File: config.mk
export PLATFORM = sky130hd
export DESIGN_NAME = rwfb_div
export DESIGN_NICKNAME = d
export VERILOG_FILES = /design/src/rtl/rwfb_pkg.sv /design/src/rtl/rwfb_div.sv
export SDC_FILE = /design/constraint.sdc
export NUM_CORES = 1
export LEC_CHECK = 0
export ABC_AREA = 1
export BUFFER_PORTS_ARGS = -buffer_cell sky130_fd_sc_hd__buf_2
export CAP_MARGIN = 40
export CORE_MARGIN = 8
export CORE_UTILIZATION = 35
export DETAILED_ROUTE_END_ITERATION = 16
export MAX_ROUTING_LAYER = met4
export SLEW_MARGIN = 20
export SYNTH_ARGS = -nofsm -noshare
export SYNTH_HDL_FRONTEND = slang
export SYNTH_SLANG_ARGS = --single-unit
File: constraint.sdc
create_clock -name i_clk -period 4.4 [get_ports i_clk]
set_input_delay 0.22 -clock i_clk [delete_from_list [all_inputs] [get_ports i_clk]]
set_output_delay 0.22 -clock i_clk [all_outputs]
set_load 0.1 [all_outputs]
File: src/rtl/rwfb_pkg.sv
//------------------------------------------------------------------------------
// rwfb_pkg
// Types and constants for the radial weighted field blur.
//------------------------------------------------------------------------------
`timescale 1ns / 1ps
package rwfb_pkg;
    localparam int CFG_W = 11;
    localparam logic [1:0] REG_ROWS   = 2'd0;
    localparam logic [1:0] REG_COLS   = 2'd1;
    localparam logic [1:0] REG_RADIUS = 2'd2;
    localparam logic [1:0] REG_RSQ    = 2'd3;
    localparam logic OP_WRITE = 1'b0;
    localparam logic OP_QUERY = 1'b1;

    typedef struct packed {
        logic               op;
        logic [6:0]         row;
        logic [6:0]         col;
        logic signed [15:0] height;
    } t_in_word;

    typedef struct packed {
        logic signed [15:0] blurred_height;
        logic               invalid;
    } t_out_word;

    // request to the divider
    typedef struct packed {
        logic               start;
        logic [47:0]        mag;
        logic [23:0]        den;
    } t_div_req;
endpackage

File: src/rtl/rwfb_div.sv
//------------------------------------------------------------------------------
// rwfb_div
// Restoring divider, one quotient bit per cycle, rounding half away from zero.
//------------------------------------------------------------------------------
`timescale 1ns / 1ps
module rwfb_div (
    input  logic              i_clk,
    input  logic              i_rst_n,
    input  rwfb_pkg::t_div_req i_req,
    output logic              o_done,
    output logic [48:0]       o_quot
);
    import rwfb_pkg::*;
    // computes (2*mag + den) / (2*den)
    logic [49:0] r_num;
    logic [25:0] r_rem;
    logic [24:0] r_dvs;
    logic [5:0]  r_cnt;
    logic        r_busy;
    logic        r_done;
    logic [25:0] w_sh;

    assign w_sh = {r_rem[24:0], r_num[49]};

    always_ff @(posedge i_clk) begin
        if (!i_rst_n) begin
            r_busy <= 1'b0;
            r_done <= 1'b0;
        end else begin
            r_done <= 1'b0;
            if (i_req.start) begin
                r_busy <= 1'b1;
                r_cnt  <= 6'd0;
                r_rem  <= '0;
                r_num  <= {1'b0, i_req.mag, 1'b0} + {26'd0, i_req.den};
                r_dvs  <= {i_req.den, 1'b0};
            end else if (r_busy) begin
                if (w_sh >= {1'b0, r_dvs}) begin
                    r_rem <= w_sh - {1'b0, r_dvs};
                    r_num <= {r_num[48:0], 1'b1};
                end else begin
                    r_rem <= w_sh;
                    r_num <= {r_num[48:0], 1'b0};
                end
                r_cnt <= r_cnt + 6'd1;
                if (r_cnt == 6'd49) begin
                    r_busy <= 1'b0;
                    r_done <= 1'b1;
                end
            end
        end
    end
    assign o_done = r_done;
    assign o_quot = r_num[48:0];
endmodule

# --- After elaboration in Yosys (flattened, before gate mapping) ---
# Index checks and enable logic that the tools add are counted.
word_totals:
  reg_bits: 107
  inputBits: 75
op_classes:
  addsub: 3
  n_lt_le_gt_ge: 1
  eq_ne: 1
  mux: 10
  n_bitwise: 2
  reduce_logical: 4
op_table:
  columns: ["cell", "count"]
  rows:
  - ["$mux 50", 2]
  - ["$add 49x24->50", 1]
  - ["$mux 25", 2]
  - ["$ge 26x25->1", 1]
  - ["$sub 25x25->25", 1]
  - ["$add 6x1->6 const B", 1]
  - ["$eq 6x6->1 const B", 1]
  - ["$mux 6", 1]
  - ["$mux 1", 5]
  - ["$reduce_and 2->1", 2]
  - ["$reduce_or 3->1", 1]
  - ["$not 1->1", 2]
  - ["$reduce_bool 2->1", 1]

# --- Longest topological paths before layout ---
# Gate-level depths: netlist (run 1).
logic_depth:
  ltp_word: 4
  depth_mapped: 15

# --- Least setup slack after synthesis (run 1) ---
# Ideal clock, no wire load.
synth_path:
  kind: "input-to-reg"
  startpoint: "input port i_req[72] (netlist bit)"
  endpoint: "register r_cnt[0] (enable)"
  arrival_time_ns: 2.524
  setup_slack_ns: 1.435
  path_stages: 4
  n_path_buf: 2
  cell_sequence: "clkbuf_1 -> clkbuf_1 -> nand2_1 -> nand2_1"
synth_between:
  elab_chain_cells: 2
synth_lines:
  columns: ["item", "line_no", "text"]
  rows:
  - ["start, declared", "rwfb_div.sv:9", "input rwfb_pkg::t_div_req i_req,"]
  - ["$reduce_bool 2->1 (no line)", null, null]
  - ["$reduce_and 2->1 (no line)", null, null]
  - ["end signal, assigned", "rwfb_div.sv:45", "r_cnt <= r_cnt + 6'd1;"]
  - ["end, declared", "rwfb_div.sv:18", "logic [5:0] r_cnt;"]
# No other way between the ends.
# A chain may end at the register's enable or synchronous reset.

# --- Worst setup path after layout (run 1) ---
layout_path:
  startpoint: "register r_rem[8]"
  endpoint: "register r_rem[24] (data pin)"
layout_between:
  elab_chain_cells: 3
  elab_cells_between_ends: 4
  cone_classes: "add/sub (1); order compare (1); mux (2)"
layout_lines:
  columns: ["item", "line_no", "text"]
  rows:
  - ["start, declared", "rwfb_div.sv:16", "logic [25:0] r_rem;"]
  - ["start signal, assigned", "rwfb_div.sv:39", "r_rem <= w_sh - {1'b0, r_dvs};"]
  - ["start signal, assigned", "rwfb_div.sv:42", "r_rem <= w_sh;"]
  - ["$sub 25x25->25 / $ge 26x25->1 (equally long branches)", "rwfb_div.sv:39, rwfb_div.sv:38", null]
  - ["$mux 25 (*)", "rwfb_div.sv:38", "if (w_sh >= {1'b0, r_dvs}) begin"]
  - ["$mux 25 (*)", "rwfb_div.sv:37", "end else if (r_busy) begin"]
# Every way passes the cells marked *; elsewhere a longest branch is shown, timed or not. The select of a mux whose other input is x is not followed.

==> results of run 1 <==
[layer usage]
| layer | vias up | GRT usage (%) | share of wire, % |
|---|---|---|---|
| met5 | - | - | 0 |
| met4 | 0 | 6.11 | 2.1 |
| met3 | 36 | 2.12 | 3.4 |
| met2 | 190 | 32.9 | 50 |
| met1 | 3919 | 22.7 | 45 |
| li1 | 4399 | - | - |
[state kept, by name, summed over array words and instances (netlist names)]
signal	flops
r_busy	1
r_num	50
r_rem	25
o_done	1
r_cnt	6
r_dvs	24
[logic make-up after synthesis]
kind of cell,Yosys count,share of synthesized area (%)
simple gates,795,36.3
buf+inv,287,14.0
flops,107,34.7
compound gates,87,5.25
fa+ha+maj,51,7.11
xor+xnor,27,2.57
[synth_stat cells (4+ instances only)]
master,number,area (um^2)
nand2_1,492,1850
nor2_1,121,454
nor4_1,6,37.5
clkbuf_1,11,41.3
nand3_1,103,515
o21bai_1,4,30.0
nor3_1,22,110
buf_4,49,368
inv_1,218,818
or2_2,5,31.3
a21oi_1,35,175
xnor2_1,22,193
edfxtp_1,105,3150
nand4_1,22,138
ha_1,49,613
xor2_1,5,43.8
nand3b_1,6,45.0
o21ai_0,37,185
a21oi_2,4,35.0
[metrics by stage]
stage	hold slack, ps	power (W)	area, um^2	util (%)
6_report	51.9	0.00367	10200	39.2
5_1_grt	43.4	0.00388	10200	39.2
4_1_cts	42.8	0.00369	10200	39.2
3_5_place_dp	431	0.00280	9860	38.0
3_3_place_gp	422	0.00279	9820	37.9
2_1_floorplan	319	0.00250	9190	-
[how the worst max path moves through the flow]
stage / end / start
2_1_floorplan: r_cnt[0] / i_req[72]
3_3_place_gp: r_rem[24] / r_rem[8]
3_5_place_dp: r_rem[20] / r_rem[8]
4_1_cts: r_rem[24] / r_rem[8]
5_1_grt: r_rem[24] / r_rem[4]
6_report: r_rem[24] / r_rem[8]
[report_power, final]
part | internal (W) | switching [W] | total [W]
clock network | 0.000454 | 0.000434 | 0.000888
logic | 0.000394 | 0.00106 | 0.00145
registers | 0.00126 | 0.0000612 | 0.00133
[critical path, delay by kind of cell, from the launching register on]
family,cells,cell delay [ps]
simple gates,7,1370
buf+inv,2,100
flops,1,400
fa+ha+maj,1,380
compound gates,1,190
[layout make-up]
class                           count  area share (%)
Multi-Input combinational cell    960            46.4
Inverter                          220            8.12
Clock buffer                        9            2.22
Tap cell                          335            4.12
Clock inverter                      7           0.825
Timing Repair Buffer              131            6.89
Sequential cell                   107            31.4
==> results.json, run 1 <==
{
  "status": "finished, final reports clean",
  "grt_usage_pct": 19.0,
  "final_common_cell": "nand2_1",
  "initial_core_util_pct": 35.5,
  "p_per_area_nw_per_um2": 361,
  "port_buffers": 124,
  "finalHoldViolCount": 0,
  "fp.dieH_um": 178,
  "post_cts_buffers": 0,
  "dieArea_um2": 31700,
  "synth_nets": 1480,
  "wl_um": 29200,
  "vias": 8544,
  "ys_ff_latch": 107,
  "drv_slew": 0,
  "stdcell_count": 1769,
  "fin_nets": 1555,
  "relSlewSlack_pct": 52.8,
  "cts_made_buffers": 9,
  "fin_ws_ps": 1700,
  "core_um2": 25900,
  "diodes": 0,
  "maxCapViolations": 0,
  "yosysWarnings": 0,
  "grt_pass1_wl_um": 45100,
  "globalRoute.totalOverflow": 0,
  "hpwlAfterDp_um": 24200,
  "grt_max_degree": 51,
  "min_path_type": "input pin to flip-flop",
  "vias_per_cell": 4.83,
  "cts_tree": "built",
  "cts.clk_slew.worst_paths_ps": 80,
  "row_count": 59,
  "hold_buffers": 0,
  "fillers": 2773,
  "multiInputGateArea_um2": 4720,
  "critPathSlowestCell": "edfxtp_1",
  "r2r_end": "r_rem[24]",
  "async_flop_share_pct": 0,
  "syn_area_per_cell_um2": 6.79,
  "worst-r2r-setup-slack_ps": 1700,
  "final_cell_mix": "nand2_1, inv_1, buf_2",
  "hold_end": "r_dvs[2]",
  "dp.cells": 1753,
  "layout_min_cycle_time_ps": 2700,
  "ys_types": 41,
  "fin_skew_ps": 15.4,
  "die_w_um": 178,
  "cts.sinks": 107,
  "tns_ps": 0,
  "cts_buffer_depth": 2,
  "cts_resized": 0,
  "drc": 0,
  "required_ps": 4540,
  "antenna_found_initial": 0,
  "area_delta_synth_final_pct": 10.6,
  "syn_area_um2": 9190,
  "worstSetupPathType": "flip-flop to flip-flop",
  "htreeDepth": 3,
  "cp_data_arrival_time_ps": 2830,
  "p_leak_nw": 5.26,
  "first_pass_iters": 4,
  "finalSetupViolCount": 0,
  "synth-seq-area-share_pct": 34.7,
  "drt-initial-drc-count": 596,
  "crit_fanout": 35,
  "cpMostUsedCell": "nand2_1",
  "register_area_um2": 3190,
  "crit_chain": "ha_1 -> nand2_2 -> inv_1 -> a21oi_2 -> nand3_1 -> nand3_4 -> nand3_4 -> nand2_1 -> nand2_1 -> nand2_1 -> inv_1",
  "yosys_most_used_dff": "edfxtp_1",
  "max_stage_delay_ps": 400,
  "grt_setup_unrepaired": "false",
  "whs_path_depth": 1,
  "ff2ff_path_depth": 11,
  "ioPinCount": 125,
  "grt_pass1_vias": 8369,
  "hp-start": "i_req[1]",
  "synth-edff-count": 105,
  "worstSkewPairLatency_ps": 370,
  "cp-end-kind": "flip-flop",
  "cts-root-buf": "clkbuf_16",
  "timing.fmax_mhz": 371,
  "wl_per_cell_um": 16.5,
  "start_kind": "flip-flop",
  "synth_cells": 1354,
  "place_ws_ps": 1710,
  "fin_crit_sh_pct": 61.3,
  "drive_above_1_share_pct": 12.1,
  "ant_nets": 0,
  "r2r_start": "r_rem[8]",
  "tightest_slew_ps": 707,
  "finalWeightedCongestion": 0.974,
  "vdd_drop_max_v": 0.000202
}
No activity file was read; power rests on OpenSTA's default activity.
==> inputs of run 2 (changes only) <==
ABC_AREA = 0   (was 1)
clock period = 2.6 ns   (was 4.4 ns; I/O delays follow)
==> run 2 against run 1 <==
The run now ends with setup timing left. Cell area increased by 0.90%. Count of clock-buffer cells in the layout unchanged. Power increased by 60%. Global-route usage decreased by 2.9 points. Sequential power increased by 62%. Cell count decreased by 26%. Via count decreased by 22%. Setup slack got worse by 1800 ps. Maximum frequency increased by 0.18%.
==> results.json, run 2 <==
{
  "vdd_drop_max_v": 0.000353,
  "required_ps": 2820,
  "top_register": "r_num",
  "synth_cells": 804,
  "initial_core_util_pct": 35.7,
  "fin_util_pct": 47.0,
  "row_count": 54,
  "async_flop_share_pct": 0,
  "start_kind": "flip-flop",
  "wl_per_cell_um": 16.2,
  "grt_pass1_vias": 6852,
  "port_buffers": 124,
  "fin_nets": 1143,
  "finalWeightedCongestion": 0.822,
  "finalSetupViolCount": 17,
  "ys_top_cells_by_count": "edfxtp_1, a21oi_1, nor2_1, nand2_1",
  "r2r_end": "r_rem[6]",
  "globalRoute.totalOverflow": 0,
  "hold_end": "r_dvs[4]",
  "whs_path_depth": 2,
  "timing.fmax_mhz": 372,
  "hp-start": "i_req[3]",
  "ff2ff_path_depth": 10,
  "synth_top_cell_area_share_pct": 40.5,
  "hpwlAfterDp_um": 15800,
  "first_pass_iters": 5,
  "cp-end-kind": "flip-flop",
  "worstSkewPairLatency_ps": 370,
  "final_cell_mix": "buf_2, buf_4, edfxtp_1",
  "total_power_w": 0.00587,
  "synth-seq-area-share_pct": 41.0,
  "drc": 0,
  "maxCapViolations": 0,
  "fin_crit_sh_pct": 103,
  "area_delta_synth_final_pct": 31.8,
  "synth_nets": 930,
  "antenna_found_initial": 3,
  "vias_per_cell": 5.09,
  "grt_usage_pct": 16.0,
  "fin_skew_ps": 13.4,
  "p_per_area_nw_per_um2": 573,
  "tns_ps": -772,
  "cp_data_arrival_time_ps": 2910,
  "fillers": 2031,
  "worstSetupPathType": "flip-flop to flip-flop",
  "finalHoldViolCount": 0,
  "synthMostInstantiatedCell": "edfxtp_1",
  "ioPinCount": 125,
  "core_um2": 21800,
  "cts_buffer_depth": 2,
  "r2r_start": "r_rem[1]",
  "p_leak_nw": 4.29,
  "violations": "setup timing",
  "vias": 6637,
  "synth-edff-count": 105,
  "yosysWarnings": 0,
  "wl_um": 21100,
  "crit_fanout": 6,
  "htreeDepth": 3,
  "cts-root-buf": "clkbuf_16",
  "die_w_um": 165,
  "finalHoldWorstSlack_ps": 38.9,
  "tightest_slew_ps": 901,
  "place_ws_ps": -260,
  "syn_area_um2": 7780,
  "status": "finished with violations",
  "worst-r2r-setup-slack_ps": -90,
  "cts.sinks": 107,
  "ant_nets": 0,
  "syn_area_per_cell_um2": 9.68,
  "fin_ws_ps": -90.7,
  "ys_ff_latch": 107,
  "grt_setup_unrepaired": "true",
  "ys_types": 72,
  "grt_max_degree": 57,
  "yosysTopAreaCell": "edfxtp_1",
  "yosys_most_used_dff": "edfxtp_1",
  "synth_area_leaders": "edfxtp_1, ha_1, a21oi_1",
  "relSlewSlack_pct": 39.5,
  "grt_pass1_wl_um": 34100,
  "drive_above_1_share_pct": 35.8,
  "dieArea_um2": 27300,
  "cts_tree": "built",
  "largest_register_ffs": 50,
  "cts.clk_slew.worst_paths_ps": 90,
  "drt-initial-drc-count": 360,
  "drv_slew": 0,
  "cts_made_buffers": 9,
  "fp.dieH_um": 165,
  "min_path_type": "input pin to flip-flop",
  "top_regs": "r_num x50, r_rem x25, r_dvs x24",
  "final_common_cell": "buf_2",
  "layout_min_cycle_time_ps": 2690
}
[run 2: cell types whose count changed after synthesis, moves of 15 or more]
cell / change
o21a_1: +18
nand3_1: -82
inv_1: -173
nand2_1: -427
nand4_1: -18
xnor2_1: +16
a21o_1: +19
a211oi_1: +15
a21oi_1: +45
nor2_1: -54
[run 2: how the worst max path moves through the flow]
stage | start | end | slack, ps | depth (start not counted)
detailed placement | i_req[1] | r_num[45] | -260 | 13
global route | r_rem[1] | r_rem[9] | -180 | 10
finish | r_rem[1] | r_rem[6] | -90 | 10
floorplan | r_rem[0] | r_rem[15] | 7 | 11
global placement | i_req[1] | r_num[43] | -210 | 13
CTS | r_rem[6] | r_rem[12] | -70 | 10
[run 2: logic make-up (layout without fill, tap and decap cells)]
family / after synthesis / in the layout / synth area share [%]
DFF: 107 / 107 / 41.0
buffers and inverters: 119 / 337 / 8.29
other: 0 / 3 / 0
and+or+nand+nor: 230 / 230 / 14.2
xor gates and xnor gates: 46 / 46 / 5.18
AOI/OAI and AO/OA: 233 / 233 / 20.4
adders and majority gates: 51 / 51 / 8.39
muxes: 18 / 18 / 2.54
[run 2: layout make-up]
| cell class | count | area (um^2) | share of cell area (%) |
|---|---|---|---|
| timing repair buffer | 276 | 1920 | 18.7 |
| antenna | 3 | 7.51 | 0.0732 |
| clock inverter | 7 | 82.6 | 0.805 |
| sequential | 107 | 3190 | 31.1 |
| clock buffer | 9 | 225 | 2.20 |
| multi-input combinational | 578 | 4310 | 42.0 |
| inverter | 45 | 169 | 1.65 |
| tap | 280 | 350 | 3.42 |
[run 2: worst max-delay path, cell delays in order (launching register included)]
cell and delay, ps:
edfxtp_1 480, ha_4 310, nor2b_4 130, o211ai_1 120, a31o_1 230, o21a_1 250
a21oi_4 200, a31oi_4 160, buf_12 160, or3_1 350, a21oi_1 150
[run 2: routing by layer]
layer	share of wire (%)	GRT usage, %
met1	44	18.9
met4	1.4	5.24
met3	4.3	3.30
met5	0	-
met2	50	27.0
[run 2: report_power, final]
part	internal, W	switching [W]
Clock	0.000685	0.000731
Sequential	0.00208	0.0000814
Combinational	0.000949	0.00134
Total	0.00372	0.00216
[run 2: through the flow]
stage          instance area (um^2)  instances
2_1_floorplan                  7780        804
3_3_place_gp                   9250       1255
3_5_place_dp                   9250       1255
4_1_cts                       10000       1296
5_1_grt                       10300       1305
6_report                      10300       1305
[run 2: what timing repair did]
item / CTS / global route
setup endpoints to repair: 24 / 35
hold buffers: 15 / 0
cloned: 2 / 1
gates resized for setup: 36 / 53
pin swaps: 31 / 25
hold endpoints to repair: 15 / 0
buffers inserted: 8 / 6
